**src/hw/rtl/feal_pkg.sv**
```systemverilog
// Shared types, register codes and round functions of the FEAL-N cipher.
`timescale 1ns / 1ps

package feal_pkg;

  localparam int unsigned CfgIdxW = 2;

  localparam logic [CfgIdxW-1:0] CFG_KEY_HIGH = 2'd0;
  localparam logic [CfgIdxW-1:0] CFG_KEY_LOW  = 2'd1;
  localparam logic [CfgIdxW-1:0] CFG_ROUNDS   = 2'd2;

  localparam logic [5:0] ROUNDS_RESET = 6'd8;

  typedef enum logic {
    ST_IDLE,
    ST_ROUND
  } feal_state_e;

  typedef struct packed {
    logic        start;
    logic [31:0] key_high;
    logic [31:0] key_low;
  } ks_req_t;

  // Whitening subkeys N..N+7.
  typedef logic [7:0][15:0] wkey_t;

  function automatic logic [7:0] sbox(input logic [7:0] a, input logic [7:0] b,
                                      input logic d);
    logic [7:0] t;
    t = a + b + {7'b0, d};
    return {t[5:0], t[7:6]};
  endfunction

  function automatic logic [31:0] f_func(input logic [31:0] a, input logic [15:0] k);
    logic [7:0] s1, s2, u0, u1, u2, u3;
    s1 = a[31:24] ^ a[23:16] ^ k[15:8];
    s2 = a[15:8] ^ a[7:0] ^ k[7:0];
    u1 = sbox(s1, s2, 1'b1);
    u2 = sbox(s2, u1, 1'b0);
    u0 = sbox(a[31:24], u1, 1'b0);
    u3 = sbox(a[7:0], u2, 1'b1);
    return {u0, u1, u2, u3};
  endfunction

  function automatic logic [31:0] fk_func(input logic [31:0] a, input logic [31:0] b);
    logic [7:0] s1, s2, u0, u1, u2, u3;
    s1 = a[31:24] ^ a[23:16];
    s2 = a[15:8] ^ a[7:0];
    u1 = sbox(s1, s2 ^ b[31:24], 1'b1);
    u2 = sbox(s2, u1 ^ b[23:16], 1'b0);
    u0 = sbox(a[31:24], u1 ^ b[15:8], 1'b0);
    u3 = sbox(a[7:0], u2 ^ b[7:0], 1'b1);
    return {u0, u1, u2, u3};
  endfunction

endpackage

```
**src/hw/rtl/feal_keysched.sv**
```systemverilog
// Key schedule sequencer and subkey memory of the FEAL-N cipher.
`timescale 1ns / 1ps

module feal_keysched #(
  parameter int unsigned MAX_ROUNDS = 32,
  parameter int unsigned NW = $clog2(MAX_ROUNDS + 1),
  parameter int unsigned AW = $clog2(MAX_ROUNDS + 9)
) (
  input  logic             clk_i,
  input  logic             rst_ni,
  input  feal_pkg::ks_req_t req_i,
  input  logic [NW-1:0]    n_i,
  output logic             busy_o,
  input  logic [AW-1:0]    rd_addr_i,
  output logic [15:0]      rd_data_o,
  output feal_pkg::wkey_t  wkey_o
);
  import feal_pkg::*;

  localparam int unsigned Depth = MAX_ROUNDS + 9;

  logic [15:0] mem [Depth];
  logic [15:0] rd_data_q;

  logic          busy_q, busy_d;
  logic          phase_q, phase_d;
  logic [AW-1:0] waddr_q, waddr_d;
  logic [31:0]   a_q, a_d, b_q, b_d, d_q, d_d, nb_q, nb_d;
  wkey_t         wkey_q;

  logic [31:0]   nb;
  logic [15:0]   wdata;
  logic [AW-1:0] last_addr, diff;
  logic          wk_hit;

  assign nb        = fk_func(a_q, b_q ^ d_q);
  assign wdata     = phase_q ? nb_q[15:0] : nb[31:16];
  assign last_addr = AW'(n_i) + AW'(7) + AW'(n_i[0]);
  assign diff      = waddr_q - AW'(n_i);
  assign wk_hit    = busy_q && (waddr_q >= AW'(n_i)) && (diff < AW'(8));

  always_comb begin
    busy_d  = busy_q;
    phase_d = phase_q;
    waddr_d = waddr_q;
    a_d     = a_q;
    b_d     = b_q;
    d_d     = d_q;
    nb_d    = nb_q;
    if (req_i.start) begin
      busy_d  = 1'b1;
      phase_d = 1'b0;
      waddr_d = '0;
      a_d     = req_i.key_high;
      b_d     = req_i.key_low;
      d_d     = '0;
    end else if (busy_q) begin
      waddr_d = waddr_q + AW'(1);
      phase_d = ~phase_q;
      if (!phase_q) begin
        nb_d = nb;
      end else begin
        d_d = a_q;
        a_d = b_q;
        b_d = nb_q;
        if (waddr_q == last_addr) begin
          busy_d = 1'b0;
        end
      end
    end
  end

  always_ff @(posedge clk_i or negedge rst_ni) begin
    if (!rst_ni) begin
      busy_q  <= 1'b1;
      phase_q <= 1'b0;
      waddr_q <= '0;
      a_q     <= '0;
      b_q     <= '0;
      d_q     <= '0;
    end else begin
      busy_q  <= busy_d;
      phase_q <= phase_d;
      waddr_q <= waddr_d;
      a_q     <= a_d;
      b_q     <= b_d;
      d_q     <= d_d;
    end
  end

  always_ff @(posedge clk_i) begin
    nb_q <= nb_d;
    if (wk_hit) begin
      wkey_q[diff[2:0]] <= wdata;
    end
  end

  always_ff @(posedge clk_i) begin
    if (busy_q) begin
      mem[waddr_q] <= wdata;
    end
    rd_data_q <= mem[rd_addr_i];
  end

  assign busy_o    = busy_q;
  assign rd_data_o = rd_data_q;
  assign wkey_o    = wkey_q;

  a_start_busy: assert property (@(posedge clk_i) disable iff (!rst_ni)
    req_i.start |=> busy_q && waddr_q == '0)
    else $error("schedule did not restart");

  a_addr_bound: assert property (@(posedge clk_i) disable iff (!rst_ni)
    busy_q && !req_i.start && phase_q && waddr_q == last_addr |=> !busy_q)
    else $error("schedule ran past its last subkey");

endmodule

```
**src/hw/rtl/feal_n_block_cipher.sv**
```systemverilog
// Top level of the FEAL-N block cipher: config registers, round datapath, output register.
//
//  channel | direction | handshake             | beat
//  --------+-----------+-----------------------+--------------------------------------
//  cfg     | in        | cfg_valid_i/ready_o   | cfg_index_i, cfg_data_i
//  in      | in        | in_valid_i/in_ready_o | operation_i, block_high_i, block_low_i
//  out     | out       | out_valid_o/ready_i   | out_high_o, out_low_o
//
// The accept cycle of a block applies input whitening and reads the first subkey, then
// one f round per cycle follows, each fed by the subkey read in the cycle before from
// the single-read-port store; the last round also applies output whitening.
// After reset and after each register write the key schedule fills the store (two
// subkeys per fK step, one write port); no beat is taken meanwhile.
// A result waiting on out_ready_i holds the last round; the next beat is taken once the
// round loop is free, while the previous result still waits.
`timescale 1ns / 1ps

module feal_n_block_cipher #(
  parameter int unsigned MAX_ROUNDS = 32
) (
  input  logic                         clk_i,
  input  logic                         rst_ni,
  input  logic                         cfg_valid_i,
  output logic                         cfg_ready_o,
  input  logic [feal_pkg::CfgIdxW-1:0] cfg_index_i,
  input  logic [31:0]                  cfg_data_i,
  input  logic                         in_valid_i,
  output logic                         in_ready_o,
  input  logic                         operation_i,
  input  logic [31:0]                  block_high_i,
  input  logic [31:0]                  block_low_i,
  output logic                         out_valid_o,
  input  logic                         out_ready_i,
  output logic [31:0]                  out_high_o,
  output logic [31:0]                  out_low_o
);
  import feal_pkg::*;

  localparam int unsigned NW = $clog2(MAX_ROUNDS + 1);
  localparam int unsigned AW = $clog2(MAX_ROUNDS + 9);

  feal_state_e state_q, state_d;

  logic [31:0] key_high_q, key_high_d, key_low_q, key_low_d;
  logic [5:0]  rounds_q, rounds_d;
  logic [NW-1:0] n;

  ks_req_t       ks_req;
  logic          ks_busy;
  logic [15:0]   subkey;
  wkey_t         wkey;

  logic          op_q, op_d;
  logic [31:0]   l_q, l_d, r_q, r_d;
  logic [NW-1:0] cnt_q, cnt_d;
  logic [AW-1:0] idx_q, idx_d;

  logic          out_valid_q, out_load;
  logic [31:0]   out_high_q, out_low_q, out_high_d, out_low_d;

  logic          cfg_we, in_fire, last;
  logic [31:0]   kp0, kp2, kp4, kp6, f_res, nl, nr;

  // effective round count
  always_comb begin
    if (rounds_q == '0) begin
      n = NW'(1);
    end else if (int'(rounds_q) > MAX_ROUNDS) begin
      n = NW'(MAX_ROUNDS);
    end else begin
      n = NW'(rounds_q);
    end
  end

  // a pending config beat goes first
  assign cfg_ready_o = (state_q == ST_IDLE) && !ks_busy;
  assign in_ready_o  = cfg_ready_o && !cfg_valid_i;
  assign cfg_we      = cfg_valid_i && cfg_ready_o;
  assign in_fire     = in_valid_i && in_ready_o;

  always_comb begin
    key_high_d   = key_high_q;
    key_low_d    = key_low_q;
    rounds_d     = rounds_q;
    ks_req.start = 1'b0;
    if (cfg_we) begin
      unique case (cfg_index_i)
        CFG_KEY_HIGH: key_high_d = cfg_data_i;
        CFG_KEY_LOW:  key_low_d  = cfg_data_i;
        CFG_ROUNDS:   rounds_d   = cfg_data_i[5:0];
        default: ;
      endcase
      ks_req.start = cfg_index_i inside {CFG_KEY_HIGH, CFG_KEY_LOW, CFG_ROUNDS};
    end
    ks_req.key_high = key_high_d;
    ks_req.key_low  = key_low_d;
  end

  always_ff @(posedge clk_i or negedge rst_ni) begin
    if (!rst_ni) begin
      key_high_q <= '0;
      key_low_q  <= '0;
      rounds_q   <= ROUNDS_RESET;
    end else begin
      key_high_q <= key_high_d;
      key_low_q  <= key_low_d;
      rounds_q   <= rounds_d;
    end
  end

  feal_keysched #(
    .MAX_ROUNDS(MAX_ROUNDS),
    .NW        (NW),
    .AW        (AW)
  ) u_keysched (
    .clk_i    (clk_i),
    .rst_ni   (rst_ni),
    .req_i    (ks_req),
    .n_i      (n),
    .busy_o   (ks_busy),
    .rd_addr_i(idx_d),
    .rd_data_o(subkey),
    .wkey_o   (wkey)
  );

  assign kp0 = {wkey[0], wkey[1]};
  assign kp2 = {wkey[2], wkey[3]};
  assign kp4 = {wkey[4], wkey[5]};
  assign kp6 = {wkey[6], wkey[7]};

  assign f_res = f_func(op_q ? l_q : r_q, subkey);
  assign nl    = op_q ? (r_q ^ f_res) : r_q;
  assign nr    = op_q ? l_q : (l_q ^ f_res);
  assign last  = cnt_q == (n - NW'(1));

  always_comb begin
    if (op_q) begin
      out_high_d = nl ^ kp0;
      out_low_d  = nr ^ nl ^ kp2;
    end else begin
      out_high_d = nr ^ kp4;
      out_low_d  = nl ^ nr ^ kp6;
    end
  end

  always_comb begin
    state_d  = state_q;
    op_d     = op_q;
    l_d      = l_q;
    r_d      = r_q;
    cnt_d    = cnt_q;
    idx_d    = idx_q;
    out_load = 1'b0;
    unique case (state_q)
      ST_IDLE: begin
        if (in_fire) begin
          op_d    = operation_i;
          cnt_d   = '0;
          state_d = ST_ROUND;
          if (operation_i) begin
            r_d   = block_high_i ^ kp4;
            l_d   = block_low_i ^ kp6 ^ block_high_i ^ kp4;
            idx_d = AW'(n) - AW'(1);
          end else begin
            l_d   = block_high_i ^ kp0;
            r_d   = block_low_i ^ kp2 ^ block_high_i ^ kp0;
            idx_d = '0;
          end
        end
      end
      ST_ROUND: begin
        if (!last) begin
          l_d   = nl;
          r_d   = nr;
          cnt_d = cnt_q + NW'(1);
          idx_d = op_q ? (idx_q - AW'(1)) : (idx_q + AW'(1));
        end else if (!out_valid_q || out_ready_i) begin
          out_load = 1'b1;
          state_d  = ST_IDLE;
        end
      end
      default: state_d = ST_IDLE;
    endcase
  end

  always_ff @(posedge clk_i or negedge rst_ni) begin
    if (!rst_ni) begin
      state_q     <= ST_IDLE;
      out_valid_q <= 1'b0;
    end else begin
      state_q <= state_d;
      if (out_load) begin
        out_valid_q <= 1'b1;
      end else if (out_ready_i) begin
        out_valid_q <= 1'b0;
      end
    end
  end

  always_ff @(posedge clk_i) begin
    op_d_reg: begin
      op_q  <= op_d;
      l_q   <= l_d;
      r_q   <= r_d;
      cnt_q <= cnt_d;
      idx_q <= idx_d;
    end
    if (out_load) begin
      out_high_q <= out_high_d;
      out_low_q  <= out_low_d;
    end
  end

  assign out_valid_o = out_valid_q;
  assign out_high_o  = out_high_q;
  assign out_low_o   = out_low_q;

  a_no_beat_in_schedule: assert property (@(posedge clk_i) disable iff (!rst_ni)
    in_fire |-> !ks_busy && !ks_req.start)
    else $error("beat taken while subkeys are being written");

  a_accept_starts_rounds: assert property (@(posedge clk_i) disable iff (!rst_ni)
    in_fire |=> state_q == ST_ROUND && cnt_q == '0)
    else $error("accepted beat did not enter the round loop");

  a_no_overwrite: assert property (@(posedge clk_i) disable iff (!rst_ni)
    out_valid_q && !out_ready_i |-> !out_load)
    else $error("result overwritten before it was taken");

  a_round_holds: assert property (@(posedge clk_i) disable iff (!rst_ni)
    state_q == ST_ROUND && !last |=> state_q == ST_ROUND && !cfg_ready_o)
    else $error("round loop left early");

endmodule

```
**config.mk**
```make
export PLATFORM = sky130hd
export DESIGN_NAME = feal_n_block_cipher
export DESIGN_NICKNAME = d
export VERILOG_FILES = /design/src/hw/rtl/feal_pkg.sv /design/src/hw/rtl/feal_keysched.sv /design/src/hw/rtl/feal_n_block_cipher.sv
export SDC_FILE = /design/constraint.sdc
export NUM_CORES = 2
export LEC_CHECK = 0
export ABC_CLOCK_PERIOD_IN_PS = 10900
export BUFFER_PORTS_ARGS = -buffer_cell sky130_fd_sc_hd__buf_2
export CAP_MARGIN = 0
export CORE_MARGIN = 4
export CORE_UTILIZATION = 50
export DETAILED_ROUTE_END_ITERATION = 10
export PLACE_DENSITY = 0.66
export SETUP_SLACK_MARGIN = 0.4
export SYNTH_ARGS = -nofsm -noshare
export SYNTH_HDL_FRONTEND = slang
export SYNTH_SLANG_ARGS = --single-unit
```
**constraint.sdc**
```tcl
create_clock -name clk_i -period 10.9 [get_ports clk_i]
set_input_delay 1.635 -clock clk_i [delete_from_list [all_inputs] [get_ports clk_i]]
set_output_delay 1.635 -clock clk_i [all_outputs]
set_load 0.1 [all_outputs]
```
==> flow_summary_export.csv <==
group,metric,value,unit
route,ant_nets,0,
critical_path,critPathLaunchType,"flop",
logic_synthesis,ys_ff_latch,1149,
cts,insertion_delay,0.73,ns
hold_path,hp-class,"reg2reg",
cts,cts_root_buf,"clkbuf_16",
cts,htreeDepth,3,
logic_synthesis,synthFlopType,"edfxtp_1",
global_route,grt_use_total,24.5,%
logic_synthesis,synth.avg_cell_area,12.8,sq um
final_layout,final_common_cell,"edfxtp_1",
logic_synthesis,synth_nets,4456,
sta,slew_headroom,15.8,%
critical_path,crit_path_max_fanout,47,
placed_design,globalplace.congestion,0.851,
sta,worstMarginPinSlew,1.26,ns
sta,setup_violations,0,
die,std_cell_rows,120,
route,post_drt_wl_per_cell,24.4,microns
route,vias,35400,
global_route,grt_pass1_vias,34500,
status,status,"complete, no violations",
die,ios,171,
sta,setup_ws,2.52,ns
global_route,grt_start_max_net_pins,213,
logic_synthesis,yosysWarnings,0,
logic_synthesis,synth-edff-count,951,
logic_synthesis,synth_cells,4273,
logic_synthesis,synth_seq_area_share,61.3,%
cts,hold_buffers,0,
sta,setup_tns,0,ns
die,core_area,108000,sq um
logic_synthesis,syn_area,54500,sq um
sta,finalCritPeriodShare,76.9,%
die,start_util,50.6,%
global_route,grt_overflow,0,
final_layout,fillerInstances,8759,
sta,finClkSkew,0.0354,ns
sta,whs,0.496,ns
sta,timing.final.crit_period,8.38,ns
die,die_h,338,microns
final_layout,finalNetCount,4562,
critical_path,crit_path_top_delay_cell,"edfxtp_1",
sta,hold_viol,0,
route,drtIter0Drc,3439,
final_layout,layout-drive-gt1-share,13.4,%
critical_path,crit_family,"compound AO/OA/AOI/OAI gates",
final_layout,area_growth,12.0,%
cts,cts_sinks,1149,
flow_run,cap_viol_max_count,0,
critical_path,slowest_delay,0.96,ns
cts,cts-resized-gates,0,
global_route,grt_first_pass_wirelength,217000,microns
sta,rsz0062_at_grt,"false",
critical_path,cp.arrival,8.92,ns
cts,cts.reportedPaths.clkPinSlew,0.06,ns
placed_design,dp_hpwl,87400,microns
sta,maxSlewViolCount,0,
route,drc_errors,0,
route,wl,144000,microns
cts,tritoncts,"yes",
critical_path,crit_type,"reg2reg",
route,drt-pass1-iter-count,6,
die,die-area,114000,sq um
final_layout,final_core_util,56.7,%
critical_path,cp_num_buf_inv,2,
sta,fmax,0.119,GHz
cts,cts_inserted_buffers,118,
cts,post_cts_buffers,0,
logic_synthesis,async_flop_share,15.3,%
placed_design,place.port_buffers,170,
critical_path,cp-end-kind,"flop",
logic_synthesis,yosysUniqueCellTypes,71,
cts,clk_path_buf_depth,3,
final_layout,layout_common_cells,"951 x edfxtp_1, 456 x xnor2_1, 441 x nand2_1, 175 x mux2i_1, 175 x nor2_1",
global_route,grt_antenna_before_repair,6,
route,viasPerCell,6.02,
critical_path,worst_ep_required_time,11.44,ns
placed_design,place_ws,2.64,ns
die,die_w,338,microns
[cell families after synthesis]
family / Yosys count / synth area share, %
XOR/XNOR: 630 / 10.2
flip-flops: 1149 / 61.3
AND/OR/NAND/NOR: 1019 / 9.61
adder cells (fa/ha/maj): 79 / 1.95
AO/OA/AOI/OAI: 727 / 8.88
buffers and inverters: 397 / 2.84
multiplexers: 272 / 5.22
[through the flow]
| stage | area, sq um | cells |
|---|---|---|
| floorplan | 54500 | 4273 |
| global placement | 57100 | 5662 |
| detailed placement | 57100 | 5662 |
| CTS | 61000 | 5887 |
| global route | 61000 | 5887 |
| finish | 61000 | 5889 |
[synthesized netlist by cell type (all sizes together) (3+ instances only)]
cell	instances	area, sq um
edfxtp	951	28600
xnor2	456	3990
nand2	442	1660
clkbuf	216	811
nor2	182	683
mux2i	175	1750
dfrtp	174	4350
xor2	171	1510
and4	164	1440
a211oi	137	1040
a21oi	127	636
a31oi	120	766
o21ai	115	576
inv	110	413
mux2	97	1090
nor4	79	509
buf	70	319
ha	69	863
o2111ai	64	561
nand3	45	230
o22ai	33	206
a311oi	29	254
nor3	29	156
dfxtp	22	440
o31ai	21	158
a21o	19	143
o21bai	18	135
o211ai	16	120
nor4b	15	131
nand2b	14	87.6
fa	10	200
nor2b	10	62.6
a221oi	6	52.6
nand4	6	37.5
or3	6	37.5
or4	6	48.8
and3	5	31.3
nor3b	5	37.5
a21boi	4	30.0
a22oi	4	30.0
and2	4	25.0
o311ai	3	26.3
[path summary, 6_finish.rpt]
path                                    startpoint                             end  slack [ns]  depth (start not counted)
setup / recovery                    op_q$_DFFE_PP_                r_q[1]$_DFFE_PP_        2.52                         32
hold / removal             key_low_q[31]$_DFF_PN0_         key_low_q[31]$_DFF_PN0_        0.50                          1
setup reg to reg                    op_q$_DFFE_PP_                r_q[1]$_DFFE_PP_        2.52                         32
hold reg to reg            key_low_q[31]$_DFF_PN0_         key_low_q[31]$_DFF_PN0_        0.50                          1
max in group asynchronous                   rst_ni               state_q$_DFF_PN0_        8.25                          2
min in group asynchronous                   rst_ni  u_keysched.a_q[23]$_DFFE_PN0P_        1.04                          1
[state kept, by name (all words and copies together) (netlist names), 6 cells and up]
| name | cells |
|---|---|
| u_keysched.mem | 656 |
| u_keysched.a_q | 32 |
| cnt_q | 6 |
| u_keysched.nb_q | 32 |
| out_high_o | 32 |
| out_low_o | 32 |
| rounds_q | 6 |
| l_q | 32 |
| u_keysched.d_q | 32 |
| r_q | 32 |
| key_low_q | 32 |
| u_keysched.waddr_q | 6 |
| u_keysched.b_q | 32 |
| idx_q | 6 |
| key_high_q | 32 |
| u_keysched.rd_data_o | 16 |
| u_keysched.wkey_o | 128 |
[layer usage]
layer	part of all wire, %	vias to the layer above	global-route usage, %
li1	-	16100	-
met1	43	17800	34.6
met2	47	1317	39.6
met3	6.9	241	3.58
met4	3.0	2	7.59
met5	0.0090	-	0
[worst reg2reg max path: cells and delay by family, from the launching register on]
kind / cells / cell delay [ns]
adders and majority gates: 3 / 0.93
DFF: 1 / 0.96
and+or+nand+nor: 5 / 1.43
xor gates and xnor gates: 3 / 0.93
buffers and inverters: 2 / 0.58
AOI/OAI and AO/OA: 18 / 3.12
muxes: 1 / 0.27
[final cells by class]
cell class / count / area [sq um] / area share, %
diodes: 2 / 5.00 / 0.00820
clock inverters: 76 / 732 / 1.20
clock buffers: 149 / 3200 / 5.25
inverters: 111 / 423 / 0.693
well taps: 1403 / 1760 / 2.88
flip-flops and latches: 1149 / 33400 / 54.7
repair buffers: 272 / 1700 / 2.79
multi-input cells: 2727 / 19800 / 32.5
Power is left out: the tool's default activity adds up to more than one toggle a clock period on the data nets, which glitch-free logic cannot reach.
